File: config.mk
export PLATFORM = sky130hd
export DESIGN_NAME = line_assembler_idle_flush
export DESIGN_NICKNAME = d
export VERILOG_FILES = /design/src/rtl/core/lia_pkg.sv /design/src/rtl/core/line_assembler_idle_flush.sv /design/src/rtl/core/lia_ram.sv /design/src/rtl/core/lia_outq.sv /design/src/rtl/core/lia_ctrl.sv
export SDC_FILE = /design/constraint.sdc
export NUM_CORES = 1
export LEC_CHECK = 0
export BUFFER_PORTS_ARGS = -buffer_cell sky130_fd_sc_hd__buf_2
export CAP_MARGIN = 15
export CORE_MARGIN = 1
export CORE_UTILIZATION = 45
export CTS_BUF_LIST = sky130_fd_sc_hd__clkbuf_8
export DETAILED_ROUTE_END_ITERATION = 8
export GPL_ROUTABILITY_DRIVEN = 1
export PLACE_DENSITY = 0.59
export SYNTH_ARGS = -nofsm -noshare
export SYNTH_HDL_FRONTEND = slang
export SYNTH_SLANG_ARGS = --single-unit
File: constraint.sdc
create_clock -name clk -period 7 [get_ports clk]
set_input_delay 0.7 -clock clk [delete_from_list [all_inputs] [get_ports clk]]
set_output_delay 0.7 -clock clk [all_outputs]
set_load 0.01 [all_outputs]
File: src/rtl/core/lia_pkg.sv
// Shared types and constants for the line assembler.
`default_nettype none
package lia_pkg;

  // Input item kinds carried on in_tuser
  localparam logic MODE_BYTE = 1'b0;
  localparam logic MODE_TICK = 1'b1;

  // Flush causes
  localparam logic [1:0] CAUSE_END  = 2'd0;
  localparam logic [1:0] CAUSE_FULL = 2'd1;
  localparam logic [1:0] CAUSE_IDLE = 2'd2;

  // Byte codes
  localparam logic [7:0] BYTE_LF       = 8'h0A;
  localparam logic [7:0] BYTE_CR       = 8'h0D;
  localparam logic [7:0] PRINT_LO      = 8'h20;
  localparam logic [7:0] PRINT_END     = 8'h7F;

  localparam int unsigned CHAR_W     = 7;
  localparam int unsigned TICK_W     = 16;
  localparam int unsigned LINE_NUM_W = 32;
  localparam int unsigned CAUSE_W    = 2;

  localparam logic [TICK_W-1:0] IDLE_LIMIT_RST = 16'd400;
  localparam logic [TICK_W-1:0] TICK_SAT       = 16'hFFFF;

  typedef enum logic [0:0] {
    ST_IDLE,
    ST_FLUSH
  } lia_state_t;

  // Per-character attributes that travel with a store read
  typedef struct packed {
    logic                  last;
    logic [LINE_NUM_W-1:0] num;
    logic [CAUSE_W-1:0]    cause;
  } lia_meta_t;

  // Read request from the controller to the output queue
  typedef struct packed {
    logic      issue;
    lia_meta_t meta;
  } lia_rdreq_t;

endpackage
`default_nettype wire

File: src/rtl/core/line_assembler_idle_flush.sv
// Top level of the line assembler with idle-timeout flush.
// Assembles printable bytes (0x20..0x7E) from a byte/tick stream into lines held in a
// MAX_LINE-entry line store and replays each finished line as one transfer per character.
// A line ends on CR or LF (if non-empty), when the store is full and another printable
// byte arrives, or when cfg idle limit ticks have passed since the last byte. Each
// character carries the line number (lines flushed so far, first line is 1) and the cause.
// Flow: a byte or tick that ends no line does not stall the input. An item that flushes a
// line holds the input while the line is read out, and while the held byte is written if
// the store was full: the store has one read port, read one character per cycle while the
// output queue has room (backpressure). Write cfg only while no transfer is pending.
`default_nettype none
module line_assembler_idle_flush #(
  parameter int MAX_LINE = 32
) (
  input  wire logic        clk,
  input  wire logic        rst_n,
  input  wire logic        in_tvalid,
  output logic             in_tready,
  input  wire logic [7:0]  in_tdata,   // [7:0] data_byte
  input  wire logic        in_tuser,   // [0] mode (0 = byte, 1 = tick)
  output logic             out_tvalid,
  input  wire logic        out_tready,
  output logic      [39:0] out_tdata,  // [6:0] line_char, [38:7] line_number, [39] zero
  output logic             out_tlast,  // last_of_line
  output logic      [1:0]  out_tuser,  // [1:0] flush_cause
  input  wire logic        cfg_we,
  input  wire logic [15:0] cfg_wdata   // idle_limit_ticks
);

  localparam int AW = (MAX_LINE > 1) ? $clog2(MAX_LINE) : 1;
  localparam int LW = $clog2(MAX_LINE + 1);

  lia_pkg::lia_rdreq_t            rdreq;
  lia_pkg::lia_meta_t             out_meta;
  logic                           space;
  logic                           mem_we;
  logic [AW-1:0]                  mem_waddr;
  logic [lia_pkg::CHAR_W-1:0]     mem_wdata;
  logic                           mem_re;
  logic [AW-1:0]                  mem_raddr;
  logic [lia_pkg::CHAR_W-1:0]     mem_rdata;
  logic [lia_pkg::CHAR_W-1:0]     out_char;

  lia_ctrl #(
    .MAX_LINE (MAX_LINE),
    .AW       (AW),
    .LW       (LW)
  ) u_ctrl (
    .clk       (clk),
    .rst_n     (rst_n),
    .in_valid  (in_tvalid),
    .in_ready  (in_tready),
    .in_mode   (in_tuser),
    .in_byte   (in_tdata),
    .cfg_we    (cfg_we),
    .cfg_wdata (cfg_wdata),
    .space     (space),
    .rdreq     (rdreq),
    .mem_we    (mem_we),
    .mem_waddr (mem_waddr),
    .mem_wdata (mem_wdata),
    .mem_re    (mem_re),
    .mem_raddr (mem_raddr)
  );

  // line store
  lia_ram #(
    .WIDTH (lia_pkg::CHAR_W),
    .DEPTH (MAX_LINE),
    .AW    (AW)
  ) u_store (
    .clk   (clk),
    .we    (mem_we),
    .waddr (mem_waddr),
    .wdata (mem_wdata),
    .re    (mem_re),
    .raddr (mem_raddr),
    .rdata (mem_rdata)
  );

  lia_outq u_outq (
    .clk       (clk),
    .rst_n     (rst_n),
    .rdreq     (rdreq),
    .rdata     (mem_rdata),
    .space     (space),
    .out_valid (out_tvalid),
    .out_ready (out_tready),
    .out_char  (out_char),
    .out_meta  (out_meta)
  );

  assign out_tdata = {1'b0, out_meta.num, out_char};
  assign out_tlast = out_meta.last;
  assign out_tuser = out_meta.cause;

endmodule
`default_nettype wire

File: src/rtl/core/lia_ram.sv
// Generic single-port-write, single-read RAM with registered read data.
`default_nettype none
module lia_ram #(
  parameter int WIDTH = 8,
  parameter int DEPTH = 32,
  parameter int AW    = (DEPTH > 1) ? $clog2(DEPTH) : 1
) (
  input  wire logic             clk,
  input  wire logic             we,
  input  wire logic [AW-1:0]    waddr,
  input  wire logic [WIDTH-1:0] wdata,
  input  wire logic             re,
  input  wire logic [AW-1:0]    raddr,
  output logic      [WIDTH-1:0] rdata
);

  logic [WIDTH-1:0] mem [DEPTH];

  always_ff @(posedge clk) begin
    if (we) begin
      mem[waddr] <= wdata;
    end
    if (re) begin
      rdata <= mem[raddr];
    end
  end

endmodule
`default_nettype wire

File: src/rtl/core/lia_outq.sv
// Output queue: read-pending stage, hold slot and output register.
`default_nettype none
module lia_outq (
  input  wire logic                                  clk,
  input  wire logic                                  rst_n,
  input  wire lia_pkg::lia_rdreq_t                   rdreq,
  input  wire logic [lia_pkg::CHAR_W-1:0]            rdata,
  output logic                                       space,
  output logic                                       out_valid,
  input  wire logic                                  out_ready,
  output logic      [lia_pkg::CHAR_W-1:0]            out_char,
  output lia_pkg::lia_meta_t                         out_meta
);

  logic                         pend_v_r, pend_v_nxt;
  lia_pkg::lia_meta_t           pend_meta_r, pend_meta_nxt;
  logic                         hold_v_r, hold_v_nxt;
  logic [lia_pkg::CHAR_W-1:0]   hold_char_r, hold_char_nxt;
  lia_pkg::lia_meta_t           hold_meta_r, hold_meta_nxt;
  logic                         out_v_r, out_v_nxt;
  logic [lia_pkg::CHAR_W-1:0]   out_char_r, out_char_nxt;
  lia_pkg::lia_meta_t           out_meta_r, out_meta_nxt;

  logic       out_take;
  logic       out_free;
  logic [1:0] occ;

  assign out_take = out_v_r && out_ready;
  assign out_free = !out_v_r || out_take;
  assign occ      = 2'(out_v_r) + 2'(hold_v_r) + 2'(pend_v_r);
  // at most two characters in flight past the store
  assign space    = (occ < 2'd2) || ((occ == 2'd2) && out_take);

  // queue movement, oldest first: out, hold, pending read
  always_comb begin
    pend_v_nxt    = rdreq.issue;
    pend_meta_nxt = rdreq.meta;
    hold_v_nxt    = hold_v_r;
    hold_char_nxt = hold_char_r;
    hold_meta_nxt = hold_meta_r;
    out_v_nxt     = out_v_r;
    out_char_nxt  = out_char_r;
    out_meta_nxt  = out_meta_r;
    if (out_free) begin
      if (hold_v_r) begin
        out_v_nxt    = 1'b1;
        out_char_nxt = hold_char_r;
        out_meta_nxt = hold_meta_r;
        hold_v_nxt   = pend_v_r;
        hold_char_nxt = rdata;
        hold_meta_nxt = pend_meta_r;
      end else if (pend_v_r) begin
        out_v_nxt    = 1'b1;
        out_char_nxt = rdata;
        out_meta_nxt = pend_meta_r;
      end else begin
        out_v_nxt    = 1'b0;
      end
    end else if (pend_v_r) begin
      hold_v_nxt    = 1'b1;
      hold_char_nxt = rdata;
      hold_meta_nxt = pend_meta_r;
    end
  end

  always_ff @(posedge clk) begin
    if (!rst_n) begin
      pend_v_r <= 1'b0;
      hold_v_r <= 1'b0;
      out_v_r  <= 1'b0;
    end else begin
      pend_v_r <= pend_v_nxt;
      hold_v_r <= hold_v_nxt;
      out_v_r  <= out_v_nxt;
    end
    pend_meta_r <= pend_meta_nxt;
    hold_char_r <= hold_char_nxt;
    hold_meta_r <= hold_meta_nxt;
    out_char_r  <= out_char_nxt;
    out_meta_r  <= out_meta_nxt;
  end

  assign out_valid = out_v_r;
  assign out_char  = out_char_r;
  assign out_meta  = out_meta_r;

endmodule
`default_nettype wire

File: src/rtl/core/lia_ctrl.sv
// Controller: input decode, line length, idle counter and flush sequencer.
`default_nettype none
module lia_ctrl #(
  parameter int MAX_LINE = 32,
  parameter int AW = (MAX_LINE > 1) ? $clog2(MAX_LINE) : 1,
  parameter int LW = $clog2(MAX_LINE + 1)
) (
  input  wire logic                             clk,
  input  wire logic                             rst_n,
  input  wire logic                             in_valid,
  output logic                                  in_ready,
  input  wire logic                             in_mode,
  input  wire logic [7:0]                       in_byte,
  input  wire logic                             cfg_we,
  input  wire logic [lia_pkg::TICK_W-1:0]       cfg_wdata,
  input  wire logic                             space,
  output lia_pkg::lia_rdreq_t                   rdreq,
  output logic                                  mem_we,
  output logic      [AW-1:0]                    mem_waddr,
  output logic      [lia_pkg::CHAR_W-1:0]       mem_wdata,
  output logic                                  mem_re,
  output logic      [AW-1:0]                    mem_raddr
);

  localparam logic [LW-1:0] LEN_FULL = LW'(MAX_LINE);

  lia_pkg::lia_state_t state_r, state_nxt;

  logic [LW-1:0]                      len_r, len_nxt;
  logic [LW-1:0]                      idx_r, idx_nxt;
  logic [lia_pkg::TICK_W-1:0]         ticks_r, ticks_nxt;
  logic [lia_pkg::TICK_W-1:0]         limit_r, limit_nxt;
  logic [lia_pkg::LINE_NUM_W-1:0]     lines_r, lines_nxt;
  logic [lia_pkg::CAUSE_W-1:0]        cause_r, cause_nxt;
  logic                               app_r, app_nxt;
  logic [lia_pkg::CHAR_W-1:0]         app_char_r, app_char_nxt;

  logic                               accept;
  logic                               start_flush;
  logic                               last_issue;
  logic                               is_eol;
  logic                               is_print;
  logic [lia_pkg::TICK_W-1:0]         ticks_inc;

  assign in_ready  = (state_r == lia_pkg::ST_IDLE) && !app_r;
  assign accept    = in_valid && in_ready;
  assign is_eol    = (in_byte == lia_pkg::BYTE_LF) || (in_byte == lia_pkg::BYTE_CR);
  assign is_print  = (in_byte >= lia_pkg::PRINT_LO) && (in_byte < lia_pkg::PRINT_END);
  assign ticks_inc = (ticks_r == lia_pkg::TICK_SAT) ? ticks_r
                                                    : ticks_r + lia_pkg::TICK_W'(1);

  // next state
  always_comb begin
    state_nxt = state_r;
    unique case (state_r)
      lia_pkg::ST_IDLE: begin
        if (start_flush) state_nxt = lia_pkg::ST_FLUSH;
      end
      lia_pkg::ST_FLUSH: begin
        if (last_issue) state_nxt = lia_pkg::ST_IDLE;
      end
      default: state_nxt = lia_pkg::ST_IDLE;
    endcase
  end

  // datapath and control outputs
  always_comb begin
    len_nxt      = len_r;
    idx_nxt      = idx_r;
    ticks_nxt    = ticks_r;
    limit_nxt    = cfg_we ? cfg_wdata : limit_r;
    lines_nxt    = lines_r;
    cause_nxt    = cause_r;
    app_nxt      = app_r;
    app_char_nxt = app_char_r;
    start_flush  = 1'b0;
    last_issue   = 1'b0;
    mem_we       = 1'b0;
    mem_waddr    = len_r[AW-1:0];
    mem_wdata    = in_byte[lia_pkg::CHAR_W-1:0];
    mem_re       = 1'b0;
    mem_raddr    = idx_r[AW-1:0];
    rdreq.issue      = 1'b0;
    rdreq.meta.last  = (idx_r == len_r - LW'(1));
    rdreq.meta.num   = lines_r;
    rdreq.meta.cause = cause_r;

    unique case (state_r)
      lia_pkg::ST_IDLE: begin
        if (app_r) begin
          // byte held over from a full-store flush starts the new line
          mem_we    = 1'b1;
          mem_waddr = '0;
          mem_wdata = app_char_r;
          len_nxt   = LW'(1);
          app_nxt   = 1'b0;
        end else if (accept) begin
          if (in_mode == lia_pkg::MODE_TICK) begin
            ticks_nxt = ticks_inc;
            if ((len_r != '0) && (ticks_inc >= limit_r)) begin
              start_flush = 1'b1;
              cause_nxt   = lia_pkg::CAUSE_IDLE;
            end
          end else begin
            ticks_nxt = '0;
            if (is_eol) begin
              if (len_r != '0) begin
                start_flush = 1'b1;
                cause_nxt   = lia_pkg::CAUSE_END;
              end
            end else if (is_print) begin
              if (len_r == LEN_FULL) begin
                start_flush  = 1'b1;
                cause_nxt    = lia_pkg::CAUSE_FULL;
                app_nxt      = 1'b1;
                app_char_nxt = in_byte[lia_pkg::CHAR_W-1:0];
              end else begin
                mem_we  = 1'b1;
                len_nxt = len_r + LW'(1);
              end
            end
          end
          if (start_flush) begin
            idx_nxt   = '0;
            lines_nxt = lines_r + lia_pkg::LINE_NUM_W'(1);
          end
        end
      end
      lia_pkg::ST_FLUSH: begin
        // one store read per cycle while the output queue has room
        if (space) begin
          mem_re      = 1'b1;
          rdreq.issue = 1'b1;
          idx_nxt     = idx_r + LW'(1);
          if (rdreq.meta.last) begin
            last_issue = 1'b1;
            len_nxt    = '0;
          end
        end
      end
      default: ;
    endcase
  end

  always_ff @(posedge clk) begin
    if (!rst_n) begin
      state_r <= lia_pkg::ST_IDLE;
      len_r   <= '0;
      ticks_r <= '0;
      limit_r <= lia_pkg::IDLE_LIMIT_RST;
      lines_r <= '0;
      app_r   <= 1'b0;
    end else begin
      state_r <= state_nxt;
      len_r   <= len_nxt;
      ticks_r <= ticks_nxt;
      limit_r <= limit_nxt;
      lines_r <= lines_nxt;
      app_r   <= app_nxt;
    end
    idx_r      <= idx_nxt;
    cause_r    <= cause_nxt;
    app_char_r <= app_char_nxt;
  end

endmodule
`default_nettype wire
* Yosys cells after proc, flatten, opt, wreduce, memory -nomap -nowiden
Memory sizes are Yosys's and may differ from the RTL's. A register that Yosys moved wholly into a read port is not among the register bits.
Cells that the tools add are included.
** Storage, ports and cells
- Latch bits :: 0
- Logic and storage cells :: 154
- ROM bits :: 0
- Memories :: 1
- RAM bits :: 224
- Register bits after elaboration :: 209
** Operators by class
- Div/mod/pow operators :: 0
- Shifts and indexed selects :: 0
- Muxes and demuxes :: 72
- Reduce and logical (&&, ||, !) cells :: 24
- $mul :: 0
- $add $sub $neg :: 7
- Eq/ne operators :: 19
- Bitwise logic cells :: 4
- Magnitude comparators :: 4
** Memory list
- u_store.mem :: words 32, width 7, read ports 1, clocked after memory_dff 1, write ports 1, line lia_ram.sv:17 : logic [WIDTH-1:0] mem [DEPTH];
** Operators with widths (count)
- 35-bit 2-to-1 mux :: 4
- 6-bit 2-to-1 mux :: 12
- 7-bit 2-to-1 mux :: 6
- 1-bit 2-to-1 mux :: 37
- 32-bit by 1-bit adder with 32-bit output (second input constant) :: 1
- 16-bit 2-to-1 mux :: 2
- 6-bit one-hot mux with 2 select lines :: 2
- 7-bit AND reduction :: 3
- 16-bit by 1-bit adder with 16-bit output (second input constant) :: 1
- 16-bit == test (second input constant) :: 1
- 8-bit by 4-bit == test with 1-bit output (second input constant) :: 2
- 16-bit greater-or-equal comparator :: 1
- 6-bit by 1-bit adder with 6-bit output (second input constant) :: 2
- 2-bit 2-to-1 mux :: 6
- 5-bit 2-to-1 mux :: 2
- 3-bit by 2-bit inequality test with 1-bit output (second input constant) :: 3
- 8-bit by 6-bit greater-or-equal comparator with 1-bit output (second input constant) :: 1
- 8-bit by 7-bit less-than comparator with 1-bit output (second input constant) :: 1
- 2-bit by 1-bit inequality test with 1-bit output (second input constant) :: 4
- 4-bit AND reduction :: 2
- 6-bit == test :: 1
- 6-bit == test (second input constant) :: 1
- 1-bit logical AND :: 6
- 2-bit inequality test (second input constant) :: 3
- other kinds (16) :: 26

* Longest topological paths before layout
Gate-level depths: netlist (run 1).
- Depth in word-level cells :: 14
- Mapped depth :: 16

* Cells and area by module
From an unflattened synthesis (run 1), not the netlist that was laid out.
** Unflattened totals
- Cells, all modules :: 1141
- Area total of the unflattened synthesis :: 17936.0 um2
** Modules (own cells, without submodules)
- lia_ram :: cells each 370, sequential area each 6936.7 um2, times used 1, area each 8903.5 um2
- lia_ctrl :: cells each 584, sequential area each 1891.8 um2, times used 1, area each 4939.7 um2
- lia_outq :: cells each 185, sequential area each 3283.1 um2, times used 1, area each 4081.4 um2
- line_assembler_idle_flush :: cells each 2, sequential area each 0.0 um2, times used 1, area each 11.3 um2

* Worst setup path before layout (run 1)
OpenSTA, ideal clock, no wires.
- Path type :: reg-to-reg
- Start point :: register u_outq.hold_v_r
- End point :: register u_outq.hold_char_r[0] (netlist bit) (enable)
- Buffers on the path :: 2
- Required time :: 6500 ps
- Stages on the path, launching flop included :: 5
- Path slack :: 2447 ps
- Arrival time :: 4054 ps
- Period minus slack after synthesis :: 4553 ps
- Cells stage by stage :: dfxtp_1 -> clkbuf_1 -> clkbuf_1 -> inv_1 -> o21ai_0
** Between the ends
- Longest elaborated chain between the ends :: 2
** Ends and longest elaborated chain
- start, declared :: line lia_outq.sv:17 : logic hold_v_r, hold_v_nxt;
- start signal, assigned :: line lia_outq.sv:73 : hold_v_r <= hold_v_nxt;
- 2-bit by 1-bit inequality test with 1-bit output (no source line)
- 2-bit AND reduction (no source line)
- end signal, assigned :: line lia_outq.sv:77 : hold_char_r <= hold_char_nxt;
- end, declared :: line lia_outq.sv:18 : logic [lia_pkg::CHAR_W-1:0] hold_char_r, hold_char_nxt;
Every way passes these cells.
A chain may end at the register's enable or synchronous reset.

* Final worst setup path (run 1)
- Start point :: register u_ctrl.ticks_r[7] (netlist bit)
- End point :: register u_ctrl.idx_r[4] (enable)
** Between the ends
- Longest elaborated chain between the ends :: 11
- Elaborated cells on any way between the ends :: 12
** Ends and longest elaborated chain
- start, declared :: line lia_ctrl.sv:31 : logic [lia_pkg::TICK_W-1:0] ticks_r, ticks_nxt;
- start signal, assigned :: line lia_ctrl.sv:156 : ticks_r <= ticks_nxt;
- 16-bit by 1-bit adder with 16-bit output / 16-bit == test (equally long branches) :: line lia_ctrl.sv:50, lia_ctrl.sv:49
- 16-bit 2-to-1 mux (*) :: line lia_ctrl.sv:49 : assign ticks_inc = (ticks_r == lia_pkg::TICK_SAT) ? ticks_r
- 16-bit greater-or-equal comparator (*) :: line lia_ctrl.sv:100 : if ((len_r != '0) && (ticks_inc >= limit_r)) begin
- 1-bit logical AND (*) :: line lia_ctrl.sv:100
- 1-bit 2-to-1 mux (*) :: line lia_ctrl.sv:100
- 1-bit 2-to-1 mux (*) :: line lia_ctrl.sv:98 : if (in_mode == lia_pkg::MODE_TICK) begin
- 1-bit 2-to-1 mux (*) :: line lia_ctrl.sv:97 : end else if (accept) begin
- 1-bit 2-to-1 mux (*) :: line lia_ctrl.sv:90 : if (app_r) begin
- 1-bit 2-to-1 mux (*) :: line lia_ctrl.sv:88 : unique case (state_r)
- 2-bit inequality test (no source line) (*)
- 4-bit AND reduction (no source line) (*)
- end signal, assigned :: line lia_ctrl.sv:161 : idx_r <= idx_nxt;
- end, declared :: line lia_ctrl.sv:30 : logic [LW-1:0] idx_r, idx_nxt;
Mark *: on every way between the ends. The rest lies on a longest branch, timed or not. The select of a mux whose other input is x is not followed.

==> summary.md, run 1 <==
After routing, the total negative slack on setup checks comes to 0 ns. The run gives 75 as the number of top-level design ports. In the routed design, unresolved DRC markers number 0. The sequential share of power is 0.544, and the port buffer count is 73.

For the total power of the final layout, the log shows 5.17 mW. Setup repair after global routing left no endpoint under its margin. At the pin with the least slew margin, the transition time is 1.12 ns.

In the final design database the tool counted 1,305 nets. The count of warnings emitted by yosys was 0; the H-tree depth reported by CTS was 3. The starting density of the core is 0.458, and the number of clock buffers inserted by TritonCTS is 75. The post-route fraction of the period consumed by the critical path was 0.622. The run gives 0 as the total global routing overflow.

The post-CTS setup-driven buffer insertion count is 0. The run gives 0.522 as the post-layout utilization of the core. The worst setup path is captured at a register. The die is 201 um wide. For the DRC marker count from the first detailed-route iteration, the log shows 653. The tools report the number of cell rows as 72. Sorting the synthesized cells by area gives the leading types as edfxtp_1 56%, dfxtp_1 12%, mux4_2 8.9%. Most used cell along the critical path: nand4_1. The tools report the cts-stage hold buffer count as 0.

Entering global routing, the biggest net connects 60 pins. The area growth from synthesis to final layout came out at 13.9%. The final critical path time including I/O delays and setup came out at 4.36 ns. Summed over all nets, the switching power comes to 1.09 mW.

The flip-flop cell with the highest count after synthesis is edfxtp_1. The filler cells instantiated in the layout total 3,247. The number of nets handed over by synthesis was 1,202.

Switching share of power: 0.212. The delay of the slowest cell on the worst path is 0.78 ns. The chip height was 201 um; the post-detailed-route count of antenna-violating nets was 0. The routed design uses 16,800 um of met2 wire. TritonCTS built the clock tree. After detailed routing, the number of vias per cell comes to 5.49. After detailed routing, no signal wire sits above met4. Clock-pin slew was measured on the worst setup and hold paths at 0.06 ns. Counting every sink on the clock net gives 440. The run gives 9,885 as the number of global-route vias before repair. Across the VDD grid, the largest voltage drop is 230 uV. The relative contribution of the clock network to total power came out at 0.430. The arrival time at the worst endpoint was 4.64 ns; the share of the yosys chip area belonging to registers was 0.681. The tools report the number of max-cap violations as 0. In the detailed route, the total length drawn on met3 is 1930 um. The logs give 1,150 for the post-synthesis instance total and 0.230 GHz for the maximum clock rate. The critical path goes through nand4_1 > nor4_1 > and4_1 > o21ai_1 > ha_1 > nand4_1 > or3_4 > a2111oi_4 > o31ai_2 > buf_4 > nor2_1 > or2_1. The first TritonRoute pass finished after 5 iterations.

The global-route total usage across every layer is 0.184, and the number of cells upsized or downsized after cts is 0. The tools report the number of failing setup endpoints in the final timing report as 0. The total area inside the core boundary comes to 38,800 sq um. The area share of the largest cell type after synthesis is 0.557, and the count of final max-slew check failures is 0. In the final routed layout, each cell accounts on average for 19.9 um.

The combinational share of power is 0.026. After detailed routing, the total wire length is 36,300 um. In the final routing, the length of wire on met1 measures 16,700 um. Routability-driven placement finished with a final weighted congestion of 0.770.

Internal power comes to 4.07 mW. Summed over all instances, the cell type with the most area after synthesis is edfxtp_1. The antenna diode count came out at 0.

The first global-routing pass estimated 56,700 um of wire. The flow ran to the end, and the final reports show no timing, DRC or antenna violations. The synthesized netlist contains 69 unique library cells. The cell family contributing the most delay on the critical path is simple AND/OR/NAND/NOR gates. Share of synthesized registers carrying an async set or reset: 0.

Before CTS, the worst setup slack after placement is 2.64 ns. Across all setup checks in the final design, the least slack found is 2.64 ns. The slowest stage cell on the critical path was nor4_1.

The wire-length estimate of the detail-placed layout is 22,500 um. The worst setup path is launched from a register. For the netlist area before placement, the log shows 17,800 sq um.

The run gives 0.254 as the relative slew slack. The required time of the worst setup path came out at 7.28 ns. The worst setup path is of the register to register kind. The synthesized design contains 330 enable-type register cells. The worst hold path class is input port to register. The via count was 10.0k; the average instance area after synthesis was 15.5 sq um. The total count of hold-check failures in the final report is 0. In this run, synthesis produced a sequential element count of 440. The source-to-sink clock delay at the later pin of the worst-skew pair is 0.61 ns, and the die outline area is 40,300 sq um. The share of cells above drive strength 1 came out at 0.250. Clock tree synthesis selected as its root buffer the cell clkbuf_8.

Dividing total power by cell area gives a power density of 255 nW/um^2. The largest fanout of any net on the critical path is 21, and the initial antenna violation count is 0. Across the routed clock network, the largest skew measured is 0.0304 ns. The number of buffers and inverters on the critical path is 1, and the buffer levels on the longest clock path is 3. The tools report the leakage power total as 6.86 nW.
-- logic make-up after synthesis --
| kind of cell | count (synthesis) | share of synthesized area |
|---|---|---|
| and+or+nand+nor | 288 | 0.0873 |
| xor gates and xnor gates | 20 | 0.00985 |
| adders and majority gates | 22 | 0.0159 |
| buffers and inverters | 93 | 0.0217 |
| other | 1 | 0.000211 |
| AOI/OAI and AO/OA | 150 | 0.0549 |
| muxes | 136 | 0.129 |
| DFF | 440 | 0.681 |
-- worst reg2reg max path, stage by stage (launching register included) --
cell	delay, ns
dfxtp_1	0.45
nand4_1	0.25
nor4_1	0.78
and4_1	0.28
o21ai_1	0.08
ha_1	0.31
nand4_1	0.14
or3_4	0.43
a2111oi_4	0.41
o31ai_2	0.12
buf_4	0.22
nor2_1	0.25
or2_1	0.29
-- power by group through the flow --
stage          Sequential [mW]  Combinational (mW)  Clock, mW
6_report                  2.81               0.135       2.22
2_1_floorplan             2.86              0.0811          0
4_1_cts                   2.81               0.125       2.28
3_5_place_dp              2.87               0.124          0
3_3_place_gp              2.87               0.122          0
5_1_grt                   2.81               0.148       2.39
-- synthesized netlist by cell type, types with 14 or more instances --
cell type	count
nand4_1	18
inv_1	28
mux4_2	70
nand2_1	56
mux2i_1	16
nand3_1	25
edfxtp_1	330
xnor2_1	14
o21ai_0	15
dfxtp_1	110
nor3_1	16
or4_1	27
mux2_2	50
ha_1	21
o31ai_1	27
a21oi_1	57
nor2_1	71
clkbuf_1	39
-- worst paths after layout --
check / endpoint / slack (ns) / cells past startpoint / startpoint
worst max register to register: u_ctrl.idx_r[4]$_SDFFCE_PN0P_ / 2.64 / 12 / u_ctrl.ticks_r[7]$_SDFFE_PN0P_
worst min-delay path: u_ctrl.app_char_r[3]$_DFFE_PP_ / 0.31 / 1 / in_tdata[3]
worst min register to register: u_outq.pend_meta_r[0]$_DFF_P_ / 0.34 / 0 / u_ctrl.cause_r[0]$_SDFFCE_PP0P_
worst max-delay path: u_ctrl.idx_r[4]$_SDFFCE_PN0P_ / 2.64 / 12 / u_ctrl.ticks_r[7]$_SDFFE_PN0P_
-- metrics by stage --
step / std cells / hold slack [ns] / cell area [sq um]
after floorplan: 1150 / 0.323 / 17800
after global placement: 1688 / 0.327 / 18700
after detailed placement: 1688 / 0.328 / 18700
after CTS: 1823 / 0.259 / 20100
after global routing: 1829 / 0.291 / 20300
final: 1829 / 0.313 / 20300
-- flip-flops by register name, indices dropped and copies added (netlist names), 16 cells and up --
name	cells
u_outq.out_meta	35
u_outq.hold_meta_r	35
u_outq.pend_meta_r	35
u_ctrl.ticks_r	16
u_store.mem	224
u_ctrl.limit_r	16
u_ctrl.lines_r	32
-- layout by cell type, fill, tap and decap left out, types with 27 or more instances in the layout --
cell,netlist,routed
mux4_2,70,70
a21oi_1,57,56
nor2_1,71,71
clkbuf_8,0,82
mux2_2,50,50
buf_2,10,73
nand2_1,56,56
inv_1,28,51
dfxtp_1,110,109
edfxtp_1,330,330
or4_1,27,27
-- layout make-up --
| class | instances | area (sq um) | share of cell area |
|---|---|---|---|
| clock buffers | 82 | 1130 | 0.0557 |
| flip-flops and latches | 440 | 12100 | 0.598 |
| multi-input cells | 617 | 5340 | 0.263 |
| well taps | 518 | 648 | 0.0320 |
| clock inverters | 53 | 319 | 0.0157 |
| repair buffers | 89 | 606 | 0.0299 |
| inverters | 30 | 114 | 0.00562 |
-- metal layers --
layer,global-route usage,up-vias
met2,0.280,260
met3,0.0339,70
met5,0,-
li1,-,4722
met4,0.0742,0
met1,0.260,4991
(Power assumes the default switching activity.)
==> run 2, diff against run 1 <==
ABC_AREA = 1   (was not set)
clock period = 4.5 ns   (was 7 ns; I/O delays follow)
==> run 2 against run 1 <==
Against the previous run: wire length rose by 16%; maximum frequency rose by 16%; worst hold slack got worse by 0.26 ns; cell area rose by 3.4%; synthesized cell count rose by 52%; sequential power rose by 57%; critical path type unchanged.
==> summary.md, run 2 <==
The post-layout utilization of the core is 0.513 (-0.00877). The sequential share of power was 0.530 (-0.014). The number of sinks on the clock net is 440 (unchanged). The share of synthesized registers carrying an async set or reset was 0 (unchanged); the simple-gate portion of the synthesized area was 0.181 (+0.0939).

The average instance area after synthesis came out at 10.6 sq um (-31%). Setup repair after global routing left no endpoint under its margin. Kind of critical path: register to register. For the source-to-sink clock delay at the later pin of the worst-skew pair, the log shows 0.61 ns (about the same).

The area share of the largest cell type after synthesis works out to 0.532 (-0.0251). The logs give 7.56 nW (+10%) for the leakage power total and 0 (unchanged) for the post-CTS setup-driven buffer insertion count. The total routed wirelength is 42,000 um (+16%), and the number of flip-flops in the largest register is 224 (unchanged). The number of buffers and inverters on the critical path came out at 2 (+1). The clock tree root buffer cell is clkbuf_8. For the net count reported at finish, the log shows 1,897 (+45%). The cts-stage hold buffer count is 0 (unchanged). The final setup TNS was 0 ns (unchanged); the arrival time at the worst endpoint was 4.05 ns (-0.59 ns). The wire length of the first global-routing pass is 66,100 um (+17%), and the number of max-cap violations is 0 (unchanged). The number of cell rows is 74 (+2.8%), and the area growth from synthesis to final layout is 12.5%. Main combinational cell family by area after synthesis: simple AND/OR/NAND/NOR gates. The total count of hold-check failures in the final report came out at 0 (unchanged). The xor-xnor portion of the synthesized cell area was 0.0193 (+0.00943); the delay of the slowest cell on the worst path was 0.34 ns (-0.44 ns). The run gives 0 (unchanged) as the total DRC errors in the routed layout.

The die outline area came out at 42,200 sq um (+4.7%). The run gives 0 (unchanged) as the total global routing overflow. The post-route fraction of the period consumed by the critical path was 0.838 (+0.215). The slowest stage cell on the critical path is dfxtp_1.

The via count is 12.8k (+27%), and the starting density of the core is 0.456 (-0.00196). The share of the yosys chip area belonging to registers was 0.650 (-0.0306). Global-route total usage across every layer: 0.203 (+0.0190). The number of clock buffers inserted by TritonCTS is 73 (-2.7%), and the number of vias per cell after detailed routing is 5.25 (-4.3%). By instance count, the leading cell after synthesis is nand2_1.

Among all flip-flop cells after synthesis, the most frequent one is edfxtp_1. Number of enable-type register cells in the synthesized netlist: 330 (unchanged). The final critical path time including I/O delays and setup was 3.77 ns (-0.586 ns). The number of failing setup endpoints in the final timing report is 0 (unchanged), and the worst-margin pin slew is 1.14 ns (+0.0231 ns). The flow ran to the end, and the final reports show no timing, DRC or antenna violations.

The run gives 26,200 um (+16%) as the placed wire-length estimate after detailed placement. The area of the core region was 40,800 sq um (+5.2%). The tools report the number of different library cells in the post-synthesis netlist as 43 (-38%).

The final clock skew is 0.0178 ns (-0.0126 ns), and the internal power is 6.41 mW (+57%). The run gives 4.78 ns (-2.50 ns) as the required time of the worst setup path. The worst hold path class is input port to register. For the buffer levels on the longest clock path, the log shows 3 (unchanged).

Share of synthesized area spent on multiplexers: 0 (-0.129). The chip height is 205 um (+2.3%), and the post-detailed-route count of antenna-violating nets is 0 (unchanged). The post-CTS clock slew at the launch and capture registers of the worst setup and hold paths came out at 0.05 ns (about the same). Leaving out fill and tap cells, the most frequent cell in the layout is nand2_1. Port buffer count: 73 (unchanged). The net count after synthesis is 1,804 (+50%), and the compound-gate portion of the synthesized area is 0.0947 (+0.0398).

The DRC marker count from the first detailed-route iteration was 815 (+25%). The library cells used most frequently in the layout, excluding fill and tap cells, are 394 x nand2_1, 330 x edfxtp_1, 242 x nor2_1. The most used cell along the critical path was nand2_1. The tools report the number of global-route vias before repair as 12.1k (+23%). The horizontal die dimension is 205 um (+2.3%), and the share of cells above drive strength 1 is 0.154 (-0.0962). For the worst supply voltage drop on vdd, the log shows 200 uV (-13%).

Final-layout fill cell count: 3,673 (+13%). The share of synthesized cell area in full adder, half adder and majority cells is 0.0152 (-0.000715). The switching share of power was 0.231 (+0.0198). The largest net degree at the start of global routing was 86 (+43%).

The tools report the netlist area before placement as 18,600 sq um (+4.7%). The run gives 0.238 (-0.0154) as the relative slew slack. STA classifies the critical path startpoint as a register. Ranked by total cell area, the synthesized netlist is headed by edfxtp_1 53%, dfxtp_1 12%, nand2_1 8.0%. The run gives 1,752 (+52%) as the post-synthesis instance total.

The H-tree depth reported by CTS was 3 (unchanged); the largest fanout of any net on the critical path was 33 (+57%). The combinational share of power was 0.057 (+0.031). The routability congestion estimate was 0.898 (+17%). The routed wirelength normalized by instance count came out at 17.2 um (-13%). The detailed-router iteration count before antenna repair is 5 (unchanged). Broken down by cell family, the worst path's largest delay share belongs to simple AND/OR/NAND/NOR gates. The post-synthesis sequential element count is 440 (unchanged).

The commonest cells after synthesis are 395 x nand2_1, 330 x edfxtp_1, 243 x nor2_1. TritonCTS built the clock tree. The worst setup path is captured at a register. The signal on the critical path passes through ha_1 > and3_1 > nand2_1 > nor2_2 > inv_1 > o21ai_0 > ha_1 > nand2_1 > inv_1 > nand2_1 > nor2_1 > nor2_1 > nand2_1 > nand2_1 > nand2_1 > nand2_1 > nand2_2 > nand2_4 > nand2_1.

The initial antenna violation count is 1 (+1). The power density relative to cell area works out to 398 nW/um^2 (+56%). For the maximum clock rate, the log shows 0.265 GHz (+16%). The count of warnings emitted by yosys is 0 (unchanged), and the relative contribution of the clock network to total power is 0.413 (-0.017). The number of cells upsized or downsized after cts came out at 0 (unchanged).

The total net switching power came out at 1.93 mW (+76%). The run gives 75 (unchanged) as the number of top-level design ports. The run gives 0 (unchanged) as the count of final max-slew check failures. More flip-flops sit in one register than any other, and that register is u_store.mem. The synthesized design spends more area on one cell type than any other, namely edfxtp_1.
==> run 2: changes by cell type after synthesis, sizes merged, moves of 44 or more <==
| cell | delta |
|---|---|
| nand2 | +343 |
| nor2 | +178 |
| o21ai | +129 |
| mux4 | -70 |
| nand3 | +53 |
| inv | +52 |
| mux2 | -50 |
| o22ai | +44 |
==> run 2: worst paths after layout <==
| path | start | to | slack (ns) | depth (start not counted) |
|---|---|---|---|---|
| worst max-delay path | u_ctrl.ticks_r[0]$_SDFFE_PN0P_ | u_ctrl.idx_r[4]$_SDFFCE_PN0P_ | 0.73 | 19 |
| worst min-delay path | in_tdata[4] | u_ctrl.app_char_r[4]$_DFFE_PP_ | 0.05 | 1 |
| worst max register to register | u_ctrl.ticks_r[0]$_SDFFE_PN0P_ | u_ctrl.idx_r[4]$_SDFFCE_PN0P_ | 0.73 | 19 |
| worst min register to register | u_ctrl.cause_r[0]$_SDFFCE_PP0P_ | u_outq.pend_meta_r[0]$_DFF_P_ | 0.36 | 0 |
==> run 2: per-layer routing <==
layer	track usage	wire (um)	vias up
li1	-	-	6253
met1	0.285	19500	6092
met2	0.310	19000	371
met3	0.0423	2570	81
met4	0.0706	915	0
met5	0	0	-
==> run 2: area by class of cell <==
| class | instances | area [sq um] | area share |
|---|---|---|---|
| clock buffer | 88 | 1210 | 0.0578 |
| inverter | 84 | 315 | 0.0150 |
| antenna | 1 | 2.50 | 0.000119 |
| multi-input combinational | 1146 | 5820 | 0.278 |
| timing repair buffer | 100 | 591 | 0.0282 |
| clock inverter | 45 | 236 | 0.0113 |
| sequential | 440 | 12100 | 0.578 |
| tap | 532 | 666 | 0.0318 |
==> run 2: logic make-up after synthesis <==
logic type / count (synthesis)
buffers and inverters: 166
xor gates and xnor gates: 41
adders and majority gates: 22
AOI/OAI and AO/OA: 305
and+or+nand+nor: 777
DFF: 440
other: 1
==> run 2: worst register-to-register path, delay by kind of cell (launching register included) <==
family                     cells  cell delay, ns
adders and majority gates      2            0.56
buffers and inverters          2            0.37
and+or+nand+nor               14            1.96
DFF                            1            0.34
AOI/OAI and AO/OA              1            0.22
==> run 2: power groups by stage <==
| stage | logic [mW] | clock network [mW] | registers (mW) |
|---|---|---|---|
| 3_3_place_gp | 0.464 | 0 | 4.51 |
| 5_1_grt | 0.530 | 3.69 | 4.42 |
| 6_report | 0.475 | 3.44 | 4.42 |
| 3_5_place_dp | 0.471 | 0 | 4.51 |
| 4_1_cts | 0.473 | 3.53 | 4.42 |
| 2_1_floorplan | 0.332 | 0 | 4.50 |
==> run 2: per-stage QoR <==
step                      setup slack, ns  instances  total power, mW  hold WS, ns  area, sq um
after CTS                           0.679       2433             8.42      0.00392        20900
final                               0.731       2436             8.33       0.0541        21000
after floorplan                     0.245       1752             4.83        0.323        18600
after global placement              0.789       2299             4.97        0.353        19500
after global routing                0.368       2436             8.65       0.0199        21000
after detailed placement            0.714       2300             4.98        0.347        19500
